**config.mk**
```make
export PLATFORM = sky130hd
export DESIGN_NAME = tcb_mul
export DESIGN_NICKNAME = d
export VERILOG_FILES = /design/src/rtl/tcb_pkg.sv /design/src/rtl/tcb_mul.sv
export SDC_FILE = /design/constraint.sdc
export NUM_CORES = 2
export LEC_CHECK = 0
export BUFFER_PORTS_ARGS = -buffer_cell sky130_fd_sc_hd__buf_2
export CAP_MARGIN = 20
export CORE_MARGIN = 5
export CORE_UTILIZATION = 50
export CTS_CLUSTER_SIZE = 16
export DETAILED_ROUTE_END_ITERATION = 16
export GPL_TIMING_DRIVEN = 0
export PLACE_DENSITY = 0.66
export SYNTH_ARGS = -nofsm -noshare
export SYNTH_HDL_FRONTEND = slang
export SYNTH_SLANG_ARGS = --single-unit
```
**constraint.sdc**
```tcl
create_clock -name clk -period 14.1 [get_ports clk]
set_input_delay 0.705 -clock clk [delete_from_list [all_inputs] [get_ports clk]]
set_output_delay 0.705 -clock clk [all_outputs]
set_load 0.01 [all_outputs]
```
**src/rtl/tcb_pkg.sv**
```systemverilog
// tcb_pkg: shared types and constants for the tcb spline keyframe evaluator
// used by tcb_mul, tcb_div and the top level; no dependencies
`timescale 1ns / 1ps

package tcb_pkg;

	localparam int NUM_KEYS = 8;
	localparam int KIDX_W   = $clog2(NUM_KEYS);
	localparam int ONE_Q14  = 16384;

	// shared multiplier: signed a by signed b, b taken in two 18-bit digits
	localparam int MA_W  = 44;
	localparam int MB_W  = 37;
	localparam int DIG_W = 18;
	localparam int MP_W  = MA_W + 2 * DIG_W;

	// divider: signed numerator by signed span
	localparam int NUM_W = 34;
	localparam int DEN_W = 17;

	typedef struct packed {
		logic signed [31:0] x;
		logic signed [31:0] y;
		logic signed [31:0] z;
		logic signed [15:0] tension;
		logic signed [15:0] continuity;
		logic signed [15:0] bias;
		logic        [15:0] frame;
	} key_row_t;

	typedef struct packed {
		logic                   start;
		logic signed [MA_W-1:0] a;
		logic signed [MB_W-1:0] b;
	} mul_req_t;

	typedef struct packed {
		logic            done;
		logic            neg;
		logic [MP_W-1:0] mag;
	} mul_rsp_t;

	typedef struct packed {
		logic                    start;
		logic signed [NUM_W-1:0] num;
		logic signed [DEN_W-1:0] den;
	} div_req_t;

	typedef struct packed {
		logic                    busy;
		logic signed [NUM_W-1:0] quot;
	} div_rsp_t;

	typedef enum logic [3:0] {
		S_IDLE,
		S_SRCH,
		S_CMP,
		S_FISS,
		S_FCAP,
		S_SETUP,
		S_MISS,
		S_MWAIT,
		S_OUT
	} state_t;

	typedef enum logic [3:0] {
		ST_W0A, ST_W0B, ST_W1A, ST_W1B,
		ST_W2A, ST_W2B, ST_W3A, ST_W3B,
		ST_T0, ST_T1, ST_T2, ST_T3,
		ST_H0, ST_H1, ST_H2
	} step_t;

endpackage

```
**src/rtl/tcb_mul.sv**
```systemverilog
// tcb_mul: shared sign-magnitude multiplier, 44 bits by two 18-bit digits
// depends on tcb_pkg; result magnitude valid once done is raised
`timescale 1ns / 1ps

module tcb_mul (
	input  logic             clk,
	input  logic             arst_n,
	input  tcb_pkg::mul_req_t req,
	output tcb_pkg::mul_rsp_t rsp
);
	import tcb_pkg::*;

	logic [MA_W-1:0]       a_q;
	logic [2*DIG_W-1:0]    b_q;
	logic                  neg_q;
	logic                  busy_q;
	logic                  phase_q;
	logic                  done_q;
	logic [MP_W-1:0]       acc_q;
	logic [MA_W-1:0]       a_mag;
	logic [MB_W-1:0]       b_mag;
	logic [DIG_W-1:0]      digit;
	logic [MA_W+DIG_W-1:0] pp;

	assign a_mag = req.a[MA_W-1] ? MA_W'(-req.a) : MA_W'(req.a);
	assign b_mag = req.b[MB_W-1] ? MB_W'(-req.b) : MB_W'(req.b);
	assign digit = phase_q ? b_q[DIG_W-1:0] : b_q[2*DIG_W-1:DIG_W];
	assign pp    = (MA_W+DIG_W)'(a_q) * (MA_W+DIG_W)'(digit);

	always_ff @(posedge clk or negedge arst_n) begin
		if (!arst_n) begin
			busy_q  <= 1'b0;
			phase_q <= 1'b0;
			done_q  <= 1'b0;
		end else if (req.start) begin
			busy_q  <= 1'b1;
			phase_q <= 1'b0;
			done_q  <= 1'b0;
		end else if (busy_q) begin
			phase_q <= 1'b1;
			if (phase_q) begin
				busy_q <= 1'b0;
				done_q <= 1'b1;
			end
		end
	end

	always_ff @(posedge clk) begin
		if (req.start) begin
			a_q   <= a_mag;
			b_q   <= b_mag[2*DIG_W-1:0];
			neg_q <= req.a[MA_W-1] ^ req.b[MB_W-1];
		end else if (busy_q) begin
			// high digit first, then shift and add the low digit
			if (phase_q)
				acc_q <= {acc_q[MP_W-DIG_W-1:0], {DIG_W{1'b0}}} + MP_W'(pp);
			else
				acc_q <= MP_W'(pp);
		end
	end

	assign rsp.done = done_q;
	assign rsp.neg  = neg_q;
	assign rsp.mag  = acc_q;

endmodule

```
### Word-level counts from Yosys, hierarchy flattened

Cells that the tools add are included.

* word-level logic and storage cells: 31
* flip-flop bits (word level): 164
* bits of input ports: 84

* bitwise gates (word level): 2
* multiplexer cells: 12
* multipliers: 1
* $add $sub $neg: 3
* reductions and logical operators: 4

Operator list (count)
* adder 80 x 62 -> 80 bit: 1
* multiplier 44 x 18 -> 62 bit: 1
* two-way mux 62 bit: 1
* negator 44 bit: 1
* two-way mux 43 bit: 1
* two-way mux 36 bit: 1
* negator 36 bit: 1
* two-way mux 18 bit: 1
* two-way mux 1 bit: 8
* AND reduction 2 bit: 2
* nonzero test 2 bit: 2
* inverter 1 bit: 1
* bitwise XOR 1 bit: 1

### Logic depth before layout (Yosys ltp)

* depth after elaboration: 4
* mapped depth: 41

### Least setup slack after synthesis

No wires, ideal clock.

* path kind: register -> register
* start point: register phase_q
* end point: register acc_q[76] (data pin)
* cell stages (with the launch flop): 38
* required time: 13846 ps
* arrival: 9116 ps
* slack: 4729 ps
* cell sequence: dfrtp_1 -> clkbuf_1 -> clkbuf_1 -> buf_1 -> mux2_2 -> clkbuf_1 -> nand2_1 -> fa_1 -> inv_1 -> fa_1 -> inv_1 -> fa_1 -> fa_1 -> fa_1 -> fa_1 -> inv_1 -> ha_1 -> a21oi_1 -> [... 2 more ...] -> a221o_1 -> a211oi_1 -> a21oi_1 -> a21oi_1 -> o21ai_1 -> xor2_1 -> ha_1 -> clkbuf_1 -> a21o_1 -> a21o_1 -> a211oi_1 -> nand3_1 -> o31ai_1 -> o21ai_1 -> a21oi_1 -> buf_2 -> nor4_1 -> o21a_1

* longest elaborated chain between the ends: 3

RTL lines
* start: declaration: line tcb_mul.sv:17 `logic phase_q;`
* start signal: assignment: line tcb_mul.sv:33 `phase_q <= 1'b0;`
* start signal: assignment: line tcb_mul.sv:37 `phase_q <= 1'b0;`
* start signal: assignment: line tcb_mul.sv:40 `phase_q <= 1'b1;`
* two-way mux 18 bit: line tcb_mul.sv:27 `assign digit = phase_q ? b_q[DIG_W-1:0] : b_q[2*DIG_W-1:DIG_W];`
* multiplier 44 x 18 -> 62 bit: line tcb_mul.sv:28 `assign pp = (MA_W+DIG_W)'(a_q) * (MA_W+DIG_W)'(digit);`
* adder 80 x 62 -> 80 bit: line tcb_mul.sv:56 `acc_q <= {acc_q[MP_W-DIG_W-1:0], {DIG_W{1'b0}}} + MP_W'(pp);`
* end signal: assignment: line tcb_mul.sv:56
* end signal: assignment: line tcb_mul.sv:58 `acc_q <= MP_W'(pp);`
* end: declaration: line tcb_mul.sv:19 `logic [MP_W-1:0] acc_q;`

Parallel ways exist; a longest one is shown, timed or not.
A chain may end at the register's enable or synchronous reset.

### Worst setup path in the final report

Ends and elaborated chain as after synthesis.

==> qor.txt <==
Fin Hold WS: 0.4550 ns
Seq cells post-synth: 164
post-route ant nets: 0
Syn Nets: 4,801
WP data required: 14.34 ns
Hold Fails Final Rpt: 0
Resized cells post-CTS: 0
overall global routing resource usage: 0.2929
Synth Area in Adders: 0.4547
Max transition margin: 0.1854
max_cap viols: 0
Chip Height: 273.8 um
Slew Limit Fails: 0
Ys Warns: 0
worst clock skew: 0.02149 ns
Die ar.: 74,980 um^2
slowest CP cell: mux2_2
clk root buf: clkbuf_16
cts bufs inserted: 17
Worst setup EP type: flop
pin count of the biggest net entering global routing: 72
DP HPWL: 89.04 mm
Worst-Margin Slew: 1.222 ns
DRC errors left: 0
initial antenna violation count: 4
Max H-tree Level: 4
Pre-antenna DRT Iters: 6
TNS Setup: 0 ns
Die X: 273.8 um
1st-iter DRT viols: 2,311
Starting Density: 0.5057
IO Port Bufs: 163
critical-path maximum fanout: 10
Max Clock Freq: 82.40 MHz
Synth top area share: 0.3871
proportion of synthesized area in mux cells: 0.01521
I/O pin cnt: 166
fill count: 6,361
most frequent CP cell: fa_1
share of layout cells above drive strength 1: 0.06704
Synth area leader: fa_1
Worst Hold Class: primary input to flop
top cells by area, synth: fa_1, edfxtp_1, inv_1
Synth Cell Area: 34,800 um^2
largest family of logic cells by synthesized area: adder cells
Synth Area in Compound Gates: 0.08161
reg2reg path depth: 38
footprint of the multi-input gates: 26,070 um^2
first-pass GRT wire length: 167.1 mm
gr ovfl total: 0
top_reg_cell synth: edfxtp_1
vias in the first global route: 28,715
Rows: 96
CTS tree: yes
post-synthesis xor/xnor area fraction: 0.04354
Cells after Synth: 3,856
CP startpoint kind: flop
Yosys cell types: 71
WHS Path Cells: 1
average wire per cell in the routed design: 21.57 um
post-synthesis sequential area ratio: 0.1411
CP Data Arrival Time: 12.38 ns
Vias/cell: 5.533
CTS max path bufs: 2
crit share post-route: 0.8607
core area: 68,830 um^2
final wirelength: 107.6 mm
Post-synth EDFFs: 161
Final Critical Period: 12.14 ns
register area: 4910 um^2
run status: completed
P&R area growth vs syn: 7.708%
endpoints failing setup: 0
Synth Area in Simple Gates: 0.1537
worst setup path category: flop to flop
syn avg cell area: 9.025 um^2
via count: 27,612
share of synthesized registers carrying an async set or reset: 0.01829
RSZ-0062 raised after global routing: no
Final #Nets: 4,989
clock-pin slew on the worst setup and hold paths: 0.07 ns
CP max stage delay: 0.57 ns
clock sink total: 164
clk_lat worst skew: 0.49 ns
GPL Wtd Cong: 0.9645
critical path, delay by kind of cell, from the launching register on:
kind,cells,cell delay [ns]
AOI/OAI and AO/OA,14,3.74
xor gates and xnor gates,1,0.27
adders and majority gates,8,3.62
buffers and inverters,10,2.73
DFF,1,0.53
muxes,1,0.57
and+or+nand+nor,4,0.43
metrics by stage:
step                setup slack (ns)  cells  cell area (um^2)  utilization
floorplan                      4.729   3856             34800            -
global placement               1.399   4950             36780       0.5344
detailed placement             2.151   4954             36880       0.5358
CTS                            2.086   4987             37460       0.5443
global route                   1.266   4988             37480       0.5446
finish                         1.964   4990             37480       0.5446
cell usage after synthesis, types with 3 or more instances:
| library cell | count |
|---|---|
| inv_1 | 824 |
| fa_1 | 673 |
| nand2_1 | 672 |
| and2_1 | 240 |
| ha_1 | 188 |
| clkbuf_1 | 166 |
| edfxtp_1 | 161 |
| a21oi_1 | 136 |
| xnor2_1 | 122 |
| o21ai_0 | 101 |
| nor2_1 | 66 |
| a21o_1 | 54 |
| xor2_1 | 51 |
| mux2_2 | 47 |
| o31ai_1 | 33 |
| nand4_1 | 29 |
| nand3_1 | 26 |
| buf_1 | 25 |
| o21bai_1 | 19 |
| or4_1 | 18 |
| a211oi_1 | 16 |
| and3_1 | 15 |
| or3_1 | 15 |
| nor3_1 | 13 |
| o21a_1 | 13 |
| o41ai_1 | 13 |
| a31oi_1 | 12 |
| nand2b_1 | 10 |
| nor4_1 | 10 |
| o211ai_1 | 9 |
| o21ai_1 | 8 |
| or2_2 | 7 |
| a21boi_0 | 5 |
| nor2b_1 | 5 |
| dfrtp_1 | 3 |
| o22ai_1 | 3 |
| o41ai_2 | 3 |
layout make-up:
cell class              count  area share
multi-input cells        2673      0.6954
well taps                 931     0.03108
clock inverters            14    0.004005
flip-flops and latches    164      0.1310
inverters                 825     0.08261
diodes                      2   0.0001335
clock buffers              18     0.01145
plain buffers             194     0.01966
repair buffers            169     0.02470
worst paths after layout:
kind,slack [ns],end,from
setup / recovery,1.96,acc_q[76]$_SDFFCE_PN0P_,phase_q$_DFFE_PN0P_
setup reg to reg,1.96,acc_q[76]$_SDFFCE_PN0P_,phase_q$_DFFE_PN0P_
hold reg to reg,0.51,done_q$_DFFE_PN0P_,done_q$_DFFE_PN0P_
hold / removal,0.45,b_q[0]$_DFFE_PP_,req[0]
max in group asynchronous,13.43,phase_q$_DFFE_PN0P_,arst_n
min in group asynchronous,0.56,done_q$_DFFE_PN0P_,arst_n
repair_timing:
item	4_1_cts	5_1_grt
hold buffers	1	0
hold endpoints to repair	3	0
buffers inserted	0	0
cell usage in the layout (no fill, tap or decap), types with 66 or more instances in the layout:
| cell type | count |
|---|---|
| nor2_1 | 66 |
| o21ai_0 | 101 |
| and2_1 | 240 |
| buf_2 | 163 |
| clkbuf_1 | 167 |
| ha_1 | 188 |
| fa_1 | 673 |
| edfxtp_1 | 161 |
| a21oi_1 | 136 |
| inv_1 | 824 |
| nand2_1 | 672 |
| xnor2_1 | 122 |
per-layer routing:
metal	part of all wire	wire, um	track usage
met1	0.41	43710	0.3921
met2	0.44	47760	0.4619
met3	0.10	10710	0.07038
met4	0.050	5415	0.1193
met5	0.000065	7	0
flip-flops by register name, summed over array words and instances (netlist names):
| register | count |
|---|---|
| acc_q | 80 |
| a_q | 44 |
| b_q | 36 |
| busy_q | 1 |
| done_q | 1 |
| neg_q | 1 |
| phase_q | 1 |
kinds of logic after synthesis:
group	after synthesis
flops	164
xor+xnor	173
fa+ha+maj	861
mux	47
compound gates	450
simple gates	1142
buf+inv	1019
Power is left out: the tool's default activity adds up to more than one toggle a clock period on the data nets, which glitch-free logic cannot reach.
