**src/rtl/tcb_pkg.sv**
```systemverilog
// tcb_pkg: shared types and constants for the tcb spline keyframe evaluator
// used by tcb_mul, tcb_div and the top level; no dependencies
`timescale 1ns / 1ps

package tcb_pkg;

	localparam int NUM_KEYS = 8;
	localparam int KIDX_W   = $clog2(NUM_KEYS);
	localparam int ONE_Q14  = 16384;

	// shared multiplier: signed a by signed b, b taken in two 18-bit digits
	localparam int MA_W  = 44;
	localparam int MB_W  = 37;
	localparam int DIG_W = 18;
	localparam int MP_W  = MA_W + 2 * DIG_W;

	// divider: signed numerator by signed span
	localparam int NUM_W = 34;
	localparam int DEN_W = 17;

	typedef struct packed {
		logic signed [31:0] x;
		logic signed [31:0] y;
		logic signed [31:0] z;
		logic signed [15:0] tension;
		logic signed [15:0] continuity;
		logic signed [15:0] bias;
		logic        [15:0] frame;
	} key_row_t;

	typedef struct packed {
		logic                   start;
		logic signed [MA_W-1:0] a;
		logic signed [MB_W-1:0] b;
	} mul_req_t;

	typedef struct packed {
		logic            done;
		logic            neg;
		logic [MP_W-1:0] mag;
	} mul_rsp_t;

	typedef struct packed {
		logic                    start;
		logic signed [NUM_W-1:0] num;
		logic signed [DEN_W-1:0] den;
	} div_req_t;

	typedef struct packed {
		logic                    busy;
		logic signed [NUM_W-1:0] quot;
	} div_rsp_t;

	typedef enum logic [3:0] {
		S_IDLE,
		S_SRCH,
		S_CMP,
		S_FISS,
		S_FCAP,
		S_SETUP,
		S_MISS,
		S_MWAIT,
		S_OUT
	} state_t;

	typedef enum logic [3:0] {
		ST_W0A, ST_W0B, ST_W1A, ST_W1B,
		ST_W2A, ST_W2B, ST_W3A, ST_W3B,
		ST_T0, ST_T1, ST_T2, ST_T3,
		ST_H0, ST_H1, ST_H2
	} step_t;

endpackage

```
**src/rtl/tcb_div.sv**
```systemverilog
// tcb_div: restoring divider, one quotient bit a cycle, truncating toward zero
// depends on tcb_pkg
`timescale 1ns / 1ps

module tcb_div (
	input  logic             clk,
	input  logic             arst_n,
	input  tcb_pkg::div_req_t req,
	output tcb_pkg::div_rsp_t rsp
);
	import tcb_pkg::*;

	localparam int NM_W  = NUM_W - 1;
	localparam int CNT_W = $clog2(NM_W + 1);

	logic              busy_q;
	logic [CNT_W-1:0]  cnt_q;
	logic [DEN_W-1:0]  rem_q;
	logic [DEN_W-1:0]  d_q;
	logic [NM_W-1:0]   q_q;
	logic              neg_q;
	logic [NUM_W-1:0]  n_mag;
	logic [DEN_W-1:0]  d_mag;
	logic [DEN_W+1:0]  trial;

	assign n_mag = req.num[NUM_W-1] ? NUM_W'(-req.num) : NUM_W'(req.num);
	assign d_mag = req.den[DEN_W-1] ? DEN_W'(-req.den) : DEN_W'(req.den);
	assign trial = {1'b0, rem_q, q_q[NM_W-1]} - {2'b00, d_q};

	always_ff @(posedge clk or negedge arst_n) begin
		if (!arst_n) begin
			busy_q <= 1'b0;
			cnt_q  <= '0;
		end else if (req.start) begin
			busy_q <= 1'b1;
			cnt_q  <= CNT_W'(NM_W);
		end else if (busy_q) begin
			cnt_q <= cnt_q - 1'b1;
			if (cnt_q == CNT_W'(1))
				busy_q <= 1'b0;
		end
	end

	always_ff @(posedge clk) begin
		if (req.start) begin
			rem_q <= '0;
			d_q   <= d_mag;
			q_q   <= n_mag[NM_W-1:0];
			neg_q <= req.num[NUM_W-1] ^ req.den[DEN_W-1];
		end else if (busy_q) begin
			if (trial[DEN_W+1]) begin
				rem_q <= {rem_q[DEN_W-2:0], q_q[NM_W-1]};
				q_q   <= {q_q[NM_W-2:0], 1'b0};
			end else begin
				rem_q <= trial[DEN_W-1:0];
				q_q   <= {q_q[NM_W-2:0], 1'b1};
			end
		end
	end

	assign rsp.busy = busy_q;
	assign rsp.quot = neg_q ? -$signed({1'b0, q_q}) : $signed({1'b0, q_q});

endmodule

```
**config.mk**
```make
export PLATFORM = sky130hd
export DESIGN_NAME = tcb_div
export DESIGN_NICKNAME = d
export VERILOG_FILES = /design/src/rtl/tcb_pkg.sv /design/src/rtl/tcb_div.sv
export SDC_FILE = /design/constraint.sdc
export NUM_CORES = 1
export LEC_CHECK = 0
export ABC_AREA = 1
export BUFFER_PORTS_ARGS = -buffer_cell sky130_fd_sc_hd__buf_4
export CORE_MARGIN = 2
export CORE_UTILIZATION = 64
export CTS_BUF_LIST = sky130_fd_sc_hd__clkbuf_4 sky130_fd_sc_hd__clkbuf_8 sky130_fd_sc_hd__clkbuf_16
export DETAILED_ROUTE_END_ITERATION = 10
export GPL_TIMING_DRIVEN = 1
export PLACE_DENSITY = 0.93
export SYNTH_ARGS = -nofsm -noshare
export SYNTH_HDL_FRONTEND = slang
export SYNTH_SLANG_ARGS = --single-unit
```
**constraint.sdc**
```tcl
create_clock -name clk -period 3.5 [get_ports clk]
set_input_delay 0.35 -clock clk [delete_from_list [all_inputs] [get_ports clk]]
set_output_delay 0.35 -clock clk [all_outputs]
set_load 0.01 [all_outputs]
```
[After elaboration in Yosys (flattened, before gate mapping)]
Cells that the tools add are included.
Word-level totals
  register bits after elaboration: 75
  latch bits: 0
  RAM bits: 0
  ROM bits: 0
  input port bits: 54
  output and inout bits: 35
  word-level logic and storage cells: 27
  memories kept: 0
Operators by class
  add/sub/neg operators: 5
  multipliers: 0
  divide/modulo/power cells: 0
  $lt $le $gt $ge: 0
  equal/unequal tests: 1
  shift operators: 0
  multiplexer cells: 12
  bitwise logic cells: 1
  reduce and logical (&&, ||, !) cells: 1
Operator list (number)
  33-bit two-way mux: 3
  34-bit two-way mux: 1
  33-bit negation with 34-bit output: 1
  33-bit negation: 1
  18-bit by 17-bit subtractor with 19-bit output: 1
  17-bit two-way mux: 1
  17-bit negation: 1
  16-bit two-way mux: 1
  6-bit two-way mux: 2
  6-bit by 1-bit equality test with 1-bit output (second input constant): 1
  6-bit by 1-bit subtractor with 6-bit output (second input constant): 1
  1-bit two-way mux: 4
  2-bit nonzero test: 1
  1-bit XOR: 1

[Logic depth before layout (Yosys ltp)]
Gate-level depths: netlist of the first run.
  depth in word-level cells: 4
  depth in mapped cells: 14
  depth with buffers taken out: 14

[Worst setup path before layout of the first run]
Ideal clock, no wire load.
  kind: flip-flop to flip-flop
  start: register q_q[32]
  end: register q_q[0] (data pin)
  library setup time: 267 ps
  arrival time: 1829 ps
  data required time: 3233 ps
  setup slack: 1405 ps
  cell stages (with the launch flop): 12
  path buffers: 1
  period minus slack after synthesis: 2095 ps
  cells stage by stage: edfxtp_1 -> inv_1 -> ha_1 -> inv_1 -> fa_1 -> nand3_1 -> nand3_1 -> nand2_4 -> nand2_4 -> buf_8 -> nand2_1 -> o21ai_0
On the way
  cells in the longest elaborated chain, start to end: 4
Ends and longest elaborated chain
  from (decl): RTL line tcb_div.sv:20  | logic [NM_W-1:0] q_q;
  from (signal assigned): RTL line tcb_div.sv:48  | q_q <= n_mag[NM_W-1:0];
  from (signal assigned): RTL line tcb_div.sv:53  | q_q <= {q_q[NM_W-2:0], 1'b0};
  from (signal assigned): RTL line tcb_div.sv:56  | q_q <= {q_q[NM_W-2:0], 1'b1};
  18-bit by 17-bit subtractor with 19-bit output: RTL line tcb_div.sv:28  | assign trial = {1'b0, rem_q, q_q[NM_W-1]} - {2'b00, d_q};
  1-bit two-way mux: RTL line tcb_div.sv:51  | if (trial[DEN_W+1]) begin
  33-bit two-way mux: RTL line tcb_div.sv:50  | end else if (busy_q) begin
  33-bit two-way mux: RTL line tcb_div.sv:45  | if (req.start) begin
No other way between the ends. The select of a mux whose other input is x is not followed.
A chain may end at the register's enable or synchronous reset.

==> results of run 1 <==
-- sequential cells by signal, summed over array words and instances, names as in the netlist --
name	count
cnt_q	6
d_q	17
q_q	33
rem_q	17
neg_q	1
busy_q	1
-- cell usage in the layout, fill, tap and decap left out, drive strengths merged --
cell / count
buf: 91
bufinv: 1
o211ai: 1
edfxtp: 51
nand2: 283
dfrtp: 7
or2: 1
nand3: 104
dlygate4sd3: 1
a21oi: 25
fa: 1
o22ai: 3
o21bai: 1
inv: 150
o31ai: 5
nor2: 95
o21ai: 60
nor4: 2
ha: 22
xor2: 46
a31oi: 6
nor3: 16
nand3b: 8
clkinv: 3
nor3b: 2
and2: 5
xnor2: 17
clkinvlp: 1
clkbuf: 9
dfxtp: 17
nand4: 15
-- per-layer routing --
| layer | track usage, % | wire length (µm) |
|---|---|---|
| met5 | 0 | 0 |
| met2 | 52.77 | 8213 |
| met1 | 47.91 | 7376 |
| met4 | 11.97 | 679 |
| met3 | 6.454 | 2601 |
-- area by class of cell --
class | count | share of cell area [%]
multi-input cells | 718 | 50.34
well taps | 133 | 2.257
repair buffers | 92 | 9.403
inverters | 148 | 7.536
clock buffers | 9 | 1.680
clock inverters | 7 | 1.018
flip-flops and latches | 75 | 27.77
-- path summary, 6_finish.rpt --
| kind | startpoint | to | slack (ns) | cells after the start |
|---|---|---|---|---|
| max | q_q[0]$_DFFE_PP_ | rsp[21] | 0.78 | 7 |
| min | req[0] | d_q[0]$_DFFE_PP_ | 0.21 | 1 |
| max reg2reg | q_q[32]$_DFFE_PP_ | q_q[0]$_DFFE_PP_ | 1.09 | 10 |
| min reg2reg | rem_q[12]$_SDFFE_PP0P_ | rem_q[12]$_SDFFE_PP0P_ | 0.49 | 2 |
| max in group asynchronous | arst_n | busy_q$_DFF_PN0_ | 3.03 | 2 |
| min in group asynchronous | arst_n | cnt_q[4]$_DFFE_PN0P_ | 0.35 | 2 |
-- cells by family (layout without fill, tap and decap cells) --
kind of cell | Yosys count | count (layout) | share of synthesized area [%]
xor gates and xnor gates | 63 | 63 | 8.581
DFF | 75 | 75 | 31.84
buffers and inverters | 171 | 256 | 10.45
AOI/OAI and AO/OA | 101 | 101 | 8.543
adders and majority gates | 23 | 23 | 4.592
and+or+nand+nor | 531 | 531 | 36.00
-- stage by stage --
step	hold WS, ns	cell area [µm²]	cells
4_1_cts	0.2007	7372	1182
3_3_place_gp	0.1654	7163	1165
3_5_place_dp	0.1653	7163	1165
5_1_grt	0.2004	7372	1182
2_1_floorplan	0.05441	6430	964
6_report	0.2052	7372	1182
-- power by group through the flow --
stage               sequential (W)  combinational (W)  clock, W
floorplan                  0.00126            0.00132         0
global placement           0.00131            0.00179         0
detailed placement         0.00132            0.00184         0
CTS                        0.00131            0.00189  0.000674
global route               0.00133            0.00213  0.000707
finish                     0.00132            0.00194  0.000682
-- timing repair --
action,4_1_cts,5_1_grt
endpoints found under the setup margin,0,0
hold endpoints to repair,7,0
hold buffers,1,0
==> flow_summary_export.csv, run 1 <==
group,metric,value,unit
drt,vias,6896,
place,post-place-ws,1.103,ns
final_layout,num_antenna_cells,0,
floorplanning,num_rows,36,
worst_setup_path,cp.required,3.15,ns
drt,final_antenna_net_count,0,
drt,avgRoutedWirePerCell,15.97,µm
worst_setup_path,start_kind,"flop",
floorplanning,fp.dieW,104.2,µm
run,cap_violations,0,
floorplanning,core_area,9774,µm²
clock_tree,cts_sinks,75,
power_and_ir_drop,switching_share,44.08,%
timing,max_freq,367.8,MHz
final_layout,utilization,75.42,%
drt,drt-total-wl,18870,µm
timing,slew_violations,0,
worst_setup_path,critical_path.top_delay_family,"simple AND/OR/NAND/NOR gates",
timing,setup_viol,0,
power_and_ir_drop,switchingPower,0.001736,W
worst_setup_path,path_buf_inv,2,
clock_tree,clockRootBuffer,"clkbuf_8",
power_and_ir_drop,seqPwrFrac,33.5,%
clock_tree,path_clk_slew,0.09,ns
worst_setup_path,worstPathArrival,2.37,ns
clock_tree,cts_resized,0,
final_layout,fillers,705,
synthesis,syn_nets,1041,
run_status,status,"finished, final reports clean",
synthesis,synth_edf_count,51,
synthesis,synthArstFlopShare,9.333,%
worst_setup_path,slowest_delay,0.45,ns
timing,rsz0062_at_grt,"false",
floorplanning,num_io_pins,89,
synthesis,yosysTopAreaCellShare,23.82,%
final_layout,syn_to_final_growth,14.65,%
synthesis,syn_inst,964,
drt,drt_iter0_markers,749,
synthesis,synth.distinct_cells,41,
power_and_ir_drop,ir_worst_vdd,0.3786,mV
power_and_ir_drop,combPwrFrac,49.2,%
clock_tree,insertion_delay,0.36,ns
place,globalplace.congestion,0.9467,
clock_tree,post_cts_buffers,0,
clock_tree,cts_tree,"yes",
synthesis,avgSynthCellArea,6.670,µm²
drt,vias_per_cell,5.834,
synthesis,synth-seq-cells,75,
final_layout,ff_latch_area,2047,µm²
drt,drc,0,
floorplanning,die_area,10860,µm²
worst_setup_path,critPathKind,"flop to output pin",
place,hpwl,13760,µm
clock_tree,clock_path_buffers,2,
timing,fin_worst_skew,0.01381,ns
synthesis,synth_area_leader_cell,"edfxtp_1",
grt,grt.overflow.total,0,
place,numPortBuffers,88,
synthesis,synth_commonest_cells,"nand2_1 (278), inv_1 (147), nand3_1 (100)",
final_layout,layout-drive-gt1-share,11.92,%
timing,fin_crit,2.719,ns
timing,worst_pin_slew,1.144,ns
synthesis,yosysSeqAreaShare,31.83,%
power_and_ir_drop,p_per_area,534.2,nW/µm²
timing,fin_tns_setup,0,ns
worst_setup_path,cpMaxStageDelayCell,"edfxtp_1",
grt,grt_usage,34.08,%
power_and_ir_drop,power.total,0.003938,W
drt,drt_first_pass_iters,6,
clock_tree,cts_buffers,9,
synthesis,yosysMostFrequentCell,"nand2_1",
final_layout,layout.nets,1121,
synthesis,synthesis.area,6430,µm²
synthesis,synth_ff_type,"edfxtp_1",
grt,grt_pass1_vias,6177,
grt,grt_pass1_wl,29860,µm
worst_setup_path,path_max_fanout,5,
worst_setup_path,end_kind,"output pin",
final_layout,multi_input_area,3711,µm²
timing,period_share,77.68,%
clock_tree,h-tree-depth,3,
power_and_ir_drop,p_leak,3.714,nW
grt,antenna_found_initial,0,
worst_setup_path,worst_path_most_repeated_cell,"nand3_1",
floorplanning,die_h,104.2,µm
timing,worst_slack,0.7813,ns
timing,hold_violations,0,
grt,grt_max_degree,55,
power_and_ir_drop,p_int,0.002202,W
power_and_ir_drop,p_clk_share,17.3,%
timing,max_slew_margin,23.64,%
min_path,min_path_type,"primary input to flop",
floorplanning,initial_core_util,65.78,%
synthesis,synth-warning-count,0,
synthesis,synth.area.top_cells,"edfxtp_1 (24%), nand2_1 (16%), inv_1 (8.6%), nand3_1 (7.8%), xor2_1 (6.3%)",
worst_setup_path,path_cells,"inv_1 -> nand3_1 -> nor2_2 -> nand3_1 -> o21ai_0 -> xor2_1 -> buf_4",
(Power assumes the default switching activity.)
==> run 2, diff against run 1 <==
- CORE_UTILIZATION: 64 -> 59
- PLACE_DENSITY: 0.93 -> 0.87
- clock period: 3.5 -> 2.54 ns (I/O delays scaled with it)
==> run 2 against run 1 <==
  * Routed wire length decreased by 8.3%
  * First-iteration DRC count decreased by 17%
  * Utilization decreased by 5.5 points
  * Clock power increased by 61%
  * Sequential cell count unchanged
  * Die area increased by 8.1%
  * Largest cell class unchanged
==> flow_summary_export.csv, run 2 (synthesis gave the netlist of run 1 again) <==
group,metric,value,unit
worst_setup_path,r2r_setup_slack,0.26,ns
drt,avgRoutedWirePerCell,14.46,µm
clock_tree,cts_buffers,9,
clock_tree,clock_path_buffers,2,
drt,drt_iter0_markers,619,
floorplanning,fp.dieW,108.4,µm
place,globalplace.congestion,0.9347,
grt,grt.overflow.total,0,
grt,grt_busiest_layer,"met2",
timing,holdWs,0.08417,ns
timing,worst_pin_slew,0.8041,ns
final_layout,largest_reg_flops,33,
drt,vias_per_cell,5.485,
worst_setup_path,worstPathArrival,2.18,ns
grt,grt_max_degree,55,
final_layout,layout.nets,1129,
power_and_ir_drop,ir_worst_vdd,0.4424,mV
final_layout,regMostFlops,"q_q",
floorplanning,core_area,10750,µm²
grt,grt_pass1_wl,28030,µm
final_layout,fillers,917,
timing,fin_crit,2.438,ns
timing,rsz0062_at_grt,"false",
timing,hold_violations,0,
power_and_ir_drop,switchingPower,0.002316,W
timing,fin_worst_skew,0.008000,ns
grt,antenna_found_initial,0,
grt,grt_pass1_vias,6050,
grt,grt_usage,30.49,%
worst_setup_path,path_max_fanout,4,
final_layout,multi_input_area,3742,µm²
final_layout,syn_to_final_growth,16.89,%
clock_tree,insertion_delay,0.36,ns
worst_setup_path,cp.required,2.29,ns
final_layout,top_regs,"q_q (33), d_q (17), rem_q (17)",
drt,final_antenna_net_count,0,
power_and_ir_drop,p_per_area,735.5,nW/µm²
timing,setup_viol,0,
floorplanning,die_h,108.4,µm
run,cap_violations,0,
clock_tree,h-tree-depth,3,
power_and_ir_drop,p_int,0.003212,W
clock_tree,clockRootBuffer,"clkbuf_8",
drt,drt-total-wl,17310,µm
min_path,min_path_type,"primary input to flop",
clock_tree,cts_sinks,75,
final_layout,ff_latch_area,2047,µm²
floorplanning,die_area,11750,µm²
timing,period_share,96.00,%
worst_setup_path,critPathKind,"flop to output pin",
power_and_ir_drop,switching_share,41.90,%
drt,vias,6565,
final_layout,layout-drive-gt1-share,13.25,%
timing,slew_violations,0,
worst_setup_path,end_kind,"output pin",
drt,drt_first_pass_iters,7,
grt,use_met3,5.485,%
place,numPortBuffers,88,
grt,grt.met2_usage,49.73,%
power_and_ir_drop,seqPwrFrac,32.4,%
clock_tree,cts_tree,"yes",
worst_setup_path,start_kind,"flop",
place,hpwl,13210,µm
power_and_ir_drop,combPwrFrac,47.8,%
power_and_ir_drop,p_clk_share,19.8,%
final_layout,layout_common_cells,"nand2_1 (278), inv_1 (146), nand3_1 (100), buf_4 (99), nor2_1 (87)",
floorplanning,initial_core_util,59.84,%
run_status,status,"finished, final reports clean",
drt,drc,0,
timing,max_freq,410.1,MHz
floorplanning,num_rows,38,
timing,fin_tns_setup,0,ns
final_layout,num_antenna_cells,0,
grt,met1_usage,37.76,%
power_and_ir_drop,p_leak,3.777,nW
timing,max_slew_margin,46.33,%
floorplanning,num_io_pins,89,
final_layout,final_common_cell,"nand2_1",
clock_tree,path_clk_slew,0.08,ns
run 2: changes by cell type in the layout (fill, tap and decap cells not counted), moves of 2 or more:
cell and change:
clkbuf_16 +2, buf_4 +8, nor2_2 +3, nor2_1 -4
run 2: through the flow:
stage	instance area, µm²	cells	util [%]	power, W	setup slack [ns]
after global placement	7202	1176	67.02	0.004277	0.3966
after CTS	7455	1193	69.38	0.005448	0.02476
after global routing	7516	1197	69.95	0.005909	0.007081
final	7516	1197	69.95	0.005528	0.1017
after floorplan	6430	964	-	0.003561	0.4445
after detailed placement	7202	1176	67.02	0.004351	0.2953
run 2: worst max-delay path: stages (launching register included):
cell	delay [ns]
edfxtp_1	0.46
nor2_1	0.17
nand3_1	0.14
nor2_2	0.19
nand3_1	0.12
nand2_1	0.12
o21ai_1	0.14
o21ai_0	0.21
nand2_1	0.12
buf_4	0.16
run 2: final timing paths:
check                                            from                      to  cells past startpoint
worst max register to register      q_q[32]$_DFFE_PP_  rem_q[14]$_SDFFE_PP0P_                     13
worst min register to register  rem_q[8]$_SDFFE_PP0P_   rem_q[8]$_SDFFE_PP0P_                      2
worst min-delay path                           req[0]        d_q[0]$_DFFE_PP_                      1
min in group asynchronous                      arst_n    cnt_q[5]$_DFFE_PN0P_                      2
max in group asynchronous                      arst_n    cnt_q[0]$_DFFE_PN0P_                      2
worst max-delay path                 q_q[9]$_DFFE_PP_                 rsp[22]                      9
run 2: area by class of cell:
class                      count  share of cell area [%]
clock inverter                 3                  0.6326
tap                          140                   2.331
clock buffer                  13                   2.597
timing repair buffer         100                   10.02
inverter                     148                   7.391
sequential                    75                   27.23
multi-input combinational    718                   49.79
run 2: power by group through the flow:
stage / clock network [W] / logic (W) / registers (W)
final: 0.00110 / 0.00264 / 0.00179
after CTS: 0.00110 / 0.00257 / 0.00178
after global placement: 0 / 0.00249 / 0.00179
after global routing: 0.00114 / 0.00295 / 0.00181
after floorplan: 0 / 0.00182 / 0.00174
after detailed placement: 0 / 0.00255 / 0.00180
run 2: timing repair:
item                                    CTS  global route
endpoints found under the hold margin     7             0
buffers inserted                          0             4
hold buffers                              1             0
resized for setup                         0            10
endpoints found under the setup margin    0            12
run 2: routing by layer:
metal / share of wire (%) / vias to the layer above
li1: - / 3272
met1: 42 / 2958
met2: 48 / 271
met3: 5.6 / 64
met4: 4.7 / 0
met5: 0 / -
==> run 3, diff against run 2 <==
- ABC_AREA: 1 -> not set
- CORE_UTILIZATION: 59 -> 58
- PLACE_DENSITY: 0.87 -> 0.86
==> run 3 against run 2 <==
  * The flow now finishes with violations (negative setup slack)
  * Critical path type unchanged
  * Die area down 11%
  * Setup slack worse by 0.30 ns
  * Register-to-register slack got worse by 0.32 ns
  * Clock skew grew 0.0075 ns
  * Non-clock buffer count grew 37
==> flow_summary_export.csv, run 3 <==
group,metric,value,unit
run_status,status,"complete, but fails checks",
run_status,violations,"negative setup slack",
synthesis,synth_commonest_cells,"nor2_1 (63), xnor2_1 (60), nand2_1 (58)",
synthesis,synth_ff_type,"edfxtp_1",
clock_tree,path_clk_slew,0.07,ns
floorplanning,initial_core_util,60.31,%
final_layout,final_common_cell,"buf_4",
timing,setup_viol,15,
synthesis,muxShareOfSynthArea,1.542,%
floorplanning,core_area,9284,µm²
floorplanning,fp.dieW,102.3,µm
synthesis,synthesis.area,5599,µm²
synthesis,syn_inst,622,
timing,worst_slack,-0.1994,ns
drt,drc,0,
final_layout,fillers,606,
final_layout,regMostFlops,"q_q",
timing,rsz0062_at_grt,"true",
worst_setup_path,critPathKind,"flop to output pin",
floorplanning,die_h,102.3,µm
worst_setup_path,start_kind,"flop",
worst_setup_path,worstPathArrival,2.49,ns
timing,period_share,107.8,%
synthesis,yosysMostFrequentCell,"nor2_1",
synthesis,synth-seq-cells,75,
final_layout,layout-drive-gt1-share,28.78,%
synthesis,yosysSeqAreaShare,36.56,%
synthesis,synth.distinct_cells,61,
synthesis,synth-xor-area-share,15.02,%
drt,vias_per_cell,6.268,
drt,drt-total-wl,16610,µm
clock_tree,cts_sinks,75,
min_path,min_path_type,"primary input to flop",
timing,fin_crit,2.739,ns
synthesis,synth-simple-area-share,18.68,%
power_and_ir_drop,p_leak,2.866,nW
clock_tree,clock_path_buffers,2,
timing,fin_worst_skew,0.01554,ns
floorplanning,num_rows,35,
place,hpwl,10070,µm
worst_setup_path,path_max_fanout,4,
final_layout,syn_to_final_growth,27.75,%
timing,hold_violations,0,
drt,vias,5491,
clock_tree,h-tree-depth,3,
synthesis,synth-warning-count,0,
clock_tree,cts_buffers,9,
worst_setup_path,r2r_setup_slack,-0.06,ns
grt,antenna_found_initial,0,
place,placed_cells,833,
grt,grt.overflow.total,0,
power_and_ir_drop,ir_worst_vdd,0.4210,mV
synthesis,yosysTopAreaCellShare,27.35,%
grt,grt_pass1_wl,23830,µm
synthesis,syn_nets,699,
synthesis,synth.area.top_cells,"edfxtp_1 (27%), xnor2_1 (9.4%), dfxtp_1 (6.1%), xor2_1 (5.6%), ha_1 (4.9%)",
grt,grt_pass1_vias,4923,
timing,slew_violations,0,
place,globalplace.congestion,0.9377,
final_layout,layout_common_cells,"buf_4 (134), nor2_1 (62), xnor2_1 (59), nand2_1 (54), edfxtp_1 (51)",
worst_setup_path,end_kind,"output pin",
place,numPortBuffers,88,
synthesis,synth_compound_area_share,18.66,%
timing,max_slew_margin,45.74,%
final_layout,top_regs,"q_q (33), d_q (17), rem_q (17)",
final_layout,instances_no_fill,876,
floorplanning,num_io_pins,89,
synthesis,synth_area_leader_cell,"edfxtp_1",
drt,avgRoutedWirePerCell,18.96,µm
worst_setup_path,cp.required,2.29,ns
synthesis,synth_top_family_by_area,"simple AND/OR/NAND/NOR gates",
synthesis,synth_edf_count,51,
grt,grt_usage,28.71,%
final_layout,layout.nets,819,
grt,grt_max_degree,61,
drt,drt_iter0_markers,510,
synthesis,synth_fa_ha_area_share,5.274,%
power_and_ir_drop,power.total,0.004926,W
synthesis,avgSynthCellArea,9.002,µm²
timing,worst_pin_slew,0.8140,ns
clock_tree,insertion_delay,0.35,ns
run,cap_violations,0,
drt,final_antenna_net_count,0,
timing,max_freq,365.1,MHz
power_and_ir_drop,p_per_area,688.7,nW/µm²
clock_tree,cts_tree,"yes",
clock_tree,clockRootBuffer,"clkbuf_8",
final_layout,num_antenna_cells,0,
synthesis,synthArstFlopShare,9.333,%
floorplanning,die_area,10460,µm²
final_layout,largest_reg_flops,33,
final_layout,utilization,77.05,%
drt,drt_first_pass_iters,6,
## run 3: what timing repair did
item	4_1_cts	5_1_grt
hold buffers	1	0
endpoints found under the setup margin	19	40
setup buffers	11	15
pin swaps	5	20
hold endpoints to repair	7	0
resized for setup	22	46
## run 3: per-layer routing
layer / vias to the layer above / GRT usage, % / wire length, µm
li1: 2487 / - / -
met1: 2593 / 38.06 / 6540
met2: 335 / 48.84 / 8031
met3: 76 / 4.583 / 1349
met4: 0 / 8.103 / 686
met5: - / 0 / 0
## run 3: area by class of cell
cell class	count	area (µm²)	share of cell area, %
tap	129	161.4	2.256
clock inverter	2	10.01	0.1399
multi-input combinational	489	3605	50.39
inverter	30	112.6	1.574
sequential	75	2047	28.62
clock buffer	14	178.9	2.501
timing repair buffer	137	1039	14.52
## run 3: cells by family (layout without fill, tap and decap cells)
family          count (synthesis)  count (layout)
xor+xnor                       96              96
mux                             8               8
buf+inv                        58             183
fa+ha+maj                      23              23
compound gates                159             159
simple gates                  203             203
flops                          75              75
## run 3: critical path, stage by stage, from the launching register on
cell and delay, ns:
edfxtp_1 0.43, inv_2 0.12, ha_4 0.15, nand3b_1 0.11, or3_4 0.36, or3_4 0.41
o31ai_4 0.27, xnor2_1 0.14, buf_4 0.14
## run 3: path summary, 6_finish.rpt
check | startpoint | end | cells past startpoint
worst max-delay path | q_q[0]$_DFFE_PP_ | rsp[30] | 8
worst min-delay path | req[0] | d_q[0]$_DFFE_PP_ | 1
worst max register to register | q_q[32]$_DFFE_PP_ | rem_q[4]$_SDFFE_PP0P_ | 10
worst min register to register | rem_q[6]$_SDFFE_PP0P_ | rem_q[7]$_SDFFE_PP0P_ | 2
max in group asynchronous | arst_n | cnt_q[5]$_DFFE_PN0P_ | 2
min in group asynchronous | arst_n | cnt_q[3]$_DFFE_PN0P_ | 2
## run 3: metrics by stage
stage / setup WS (ns) / area [µm²] / hold WS [ns] / TNS (ns)
2_1_floorplan: 0.01162 / 5599 / -0.04159 / 0
3_3_place_gp: 0.05220 / 6460 / 0.07090 / 0
3_5_place_dp: -0.05756 / 6460 / 0.07360 / -0.09711
4_1_cts: -0.1276 / 6823 / 0.1301 / -0.7616
5_1_grt: -0.2566 / 7153 / 0.1220 / -3.003
6_report: -0.1994 / 7153 / 0.1365 / -1.091
## run 3: power by group
group          total (W)  switching [W]  internal (W)  leakage (nW)
logic            0.00219        0.00117       0.00102          2.03
clock network   0.000901       0.000444      0.000457         0.103
registers        0.00184       0.000251       0.00158         0.732
total            0.00493        0.00187       0.00306          2.87
